## src/rtl/rhh_ram.sv

```systemverilog
`timescale 1ns / 1ps
// ----------------------------------------------------------------------------
// rhh_ram
// Generic single-port synchronous RAM with registered read.
// ----------------------------------------------------------------------------
module rhh_ram #(
    parameter int WIDTH = 8,
    parameter int DEPTH = 16
) (
    input  logic                     i_clk,
    input  logic                     i_we,
    input  logic [$clog2(DEPTH)-1:0] i_addr,
    input  logic [WIDTH-1:0]         i_wdata,
    output logic [WIDTH-1:0]         o_rdata
);
    logic [WIDTH-1:0] r_mem [DEPTH];

    always_ff @(posedge i_clk) begin
        if (i_we) begin
            r_mem[i_addr] <= i_wdata;
        end
        o_rdata <= r_mem[i_addr];
    end
endmodule

```

## config.mk

```make
export PLATFORM = sky130hd
export DESIGN_NAME = rhh_ram
export DESIGN_NICKNAME = d
export VERILOG_FILES = /design/src/rtl/rhh_ram.sv
export SDC_FILE = /design/constraint.sdc
export NUM_CORES = 1
export LEC_CHECK = 0
export ABC_AREA = 1
export BUFFER_PORTS_ARGS = -buffer_cell sky130_fd_sc_hd__buf_2
export CAP_MARGIN = 40
export CORE_MARGIN = 5
export CORE_UTILIZATION = 50
export DETAILED_ROUTE_END_ITERATION = 10
export PLACE_DENSITY = 0.67
export SLEW_MARGIN = 20
export SYNTH_ARGS = -nofsm -noshare
export SYNTH_HDL_FRONTEND = slang
export SYNTH_SLANG_ARGS = --single-unit
```

## constraint.sdc

```tcl
create_clock -name i_clk -period 5.2 [get_ports i_clk]
set_input_delay 1.04 -clock i_clk [delete_from_list [all_inputs] [get_ports i_clk]]
set_output_delay 1.04 -clock i_clk [all_outputs]
set_load 0.02 [all_outputs]
```

# Word level (Yosys, flattened, before mapping)
# Memory sizes are Yosys's and may differ from the RTL's. A register that Yosys moved wholly into a read port is not among the register bits.
# Index checks and enable logic that the tools add are counted.
# word_totals
reg_bits	0
mem_bits_rw	128
inputBits	14
elab_cells	3
n_memories	1
# mem_list
name	depth	word_bits	rd	rd_ports_with_merged_regs	wr	line_no	rtl
r_mem	16	8	1	1	1	16	logic [WIDTH-1:0] r_mem [DEPTH];
# classes
muxes	2
# op_table
op	n
1-bit 2-to-1 mux	2

# Longest topological paths before layout
# depth
depth_word	2
mapped_depth	11
depth_no_buf	9

# Worst setup path after synthesis
# No wires, ideal clock.
# synth_timing
kind	input -> register
startpoint	input port i_addr[1]
endpoint	memory r_mem[3][0] (enable)
arrival_ns	2.047
slack_ns	2.783
path_stages	4
cell_sequence	buf_2 > clkbuf_1 > nand3_1 > nor2_1
# synth_lines
item	line_no	rtl
from (decl)	12	input logic [$clog2(DEPTH)-1:0] i_addr,
to (decl)	16	
# No word-level cell before the write port.

# Worst setup path in the final report
# layout_timing
startpoint	input port i_addr[0]
endpoint	memory r_mem[7][0] (enable)
# No word-level cell before the write port.

==> metrics.txt <==
RSZ-0062 raised after global routing=false; Final Hold Fails=0; MaxCap Viol Count=0; Worst Setup End Kind=flip-flop; worst setup margin=2.61 ns; Worst Tran Pin Value=0.760 ns; HPWL after DPL=6.96 mm; Detailed Route WL=11.4 mm; CTS Sinks=136; port bufs=21; met3 WL=722 um; Final setup viols=0; die footprint=13400 um2; share of cells above drive strength 1=0.0858; core area=10900 um2; achievable clock frequency=386 MHz; worst slack, placed=2.09 ns; CTS H-tree lvls=4; Cell Pwr Density=389 nW/um2; share of the synthesized area in the top cell type=0.687; vias in the first global route=3441; WL met2=5.76 mm; Hold Crit Class=flip-flop to flip-flop; minimum clock period=2.59 ns; Crit Path Max Fanout=66; Initial Utilization=0.514; ys flop type=edfxtp_1; Clock Root Buffer=clkbuf_8; commonest cells in the netlist=nand2_1, edfxtp_1, inv_1, nor2_1, buf_2; first drt pass iteration count=5; syn_nets=562; vias=3599; Sum Neg Setup Slack=0 ns; I/O pins=22; post-cts hold buffer count=0; CP Data Required Time=5.34 ns; largest net degree at the start of global routing=67; Max Root-Sink Buffers=2; Die Height=116 um; ant diodes=0; largest area contributor in the synthesized netlist=edfxtp_1; RD Place Congestion=0.844; DRT met1 WL=4.77 mm; row cnt=38; Max Slew Vio Count=0; nets=584; dominant cells by area after synthesis=edfxtp_1, nand2_1, dfxtp_1; max_slew headroom=0.491; Synth cell types=11; CTS buffer count=17; most common cell in the netlist=nand2_1; register bit total from synthesis=136; antenna-violating nets left=0; crit start category=input pin; crit share post-route=0.498; Worst Skew=0.0105 ns; peak supply drop=241 uV; arrival time of the worst setup path=2.73 ns; sequential fraction of the synthesis area=0.716; Die W=116 um; clock latency on the worst-skew pair=0.52 ns; Setup CP Type=input pin to flip-flop; Vias/cell=4.98; top layer in use=met4; Post-synth EDFFs=128; GRT overflow=0; P&R area growth vs syn=13.0%; run status=completed; Syn Std Cell Area=5590 um2; clk slew on worst S/H paths=0.06 ns; fraction of registers with async set/reset=0; Avg Synthesized Cell Area=10.2 um2; cells after synthesis=548; Iter 0 DRT Violations=214; # resized after CTS=0; CTS tree=yes; GRT Total Usage=0.183; total number of yosys warnings=0; P_leak=0.00271 uW; first-pass GRT wire length=17.7 mm; WL per Instance=15.8 um; Post-CTS Setup Inserts=0; DRC viols=0; Pwr Total=2460 uW; antenna violations before repair=0
-- per-layer routing --
layer / vias to the layer above / global-route usage
met2: 115 / 0.311
met3: 16 / 0.0501
met1: 1672 / 0.226
li1: 1796 / -
met4: 0 / 0.0673
met5: - / 0
-- flip-flops by register name, indices dropped and copies added (netlist names) --
name / count
r_mem: 128
o_rdata: 8
-- final cells by class --
cell class / instances / area [um2]
fill: 879 / 4570
sequential: 136 / 4000
multi-input combinational: 368 / 1390
clock buffer: 28 / 495
tap: 140 / 175
timing repair buffer: 24 / 128
inverter: 23 / 86.3
clock inverter: 4 / 45.0
-- where the power goes --
part	internal [uW]	total, uW	leakage [uW]	switching [uW]
clock network	682	1080	0.000267	397
logic	37.2	149	0.00122	112
registers	1230	1230	0.00122	6.22
total	1950	2460	0.00271	515
-- placed cells by master, fill, tap and decap left out --
master and count:
clkbuf_1 7, buf_2 21, clkinv_1 1, edfxtp_1 128
inv_2 1, nand2_1 346, bufinv_16 1, dfxtp_1 8
clkbuf_8 5, buf_4 3, nand3_1 4, nor2_1 18
clkbuf_16 16, clkinv_2 3, inv_1 21
-- path summary, 6_finish.rpt --
| path | cells past startpoint | end | slack [ns] | startpoint |
|---|---|---|---|---|
| max reg2reg | 8 | o_rdata[0] | 4.14 | r_mem[11][0] |
| max | 4 | r_mem[7][0] | 2.61 | i_addr[0] |
| min | 8 | o_rdata[5] | 0.70 | r_mem[9][5] |
| min reg2reg | 8 | o_rdata[5] | 0.70 | r_mem[9][5] |
-- critical path, cell delays in order --
cell	delay [ns]
buf_2	0.10
buf_4	0.52
nand3_1	0.37
nor2_1	0.67
-- metrics by stage --
stage                     hold WS [ns]  cell area [um2]  cells  utilization
after global routing             0.784             6320    723        0.580
final                            0.701             6320    723        0.580
after floorplan                  0.643             5590    548            -
after global placement           0.693             5780    691        0.531
after detailed placement         0.691             5780    691        0.531
after CTS                        0.706             6320    723        0.580
-- kinds of logic (layout without fill, tap and decap cells) --
logic type             count (synthesis)  count (layout)  synth area share
AND/OR/NAND/NOR                      368             368             0.248
flip-flops                           136             136             0.716
buffers and inverters                 44              79            0.0362
Note: power is estimated with default switching activity, not from simulation.
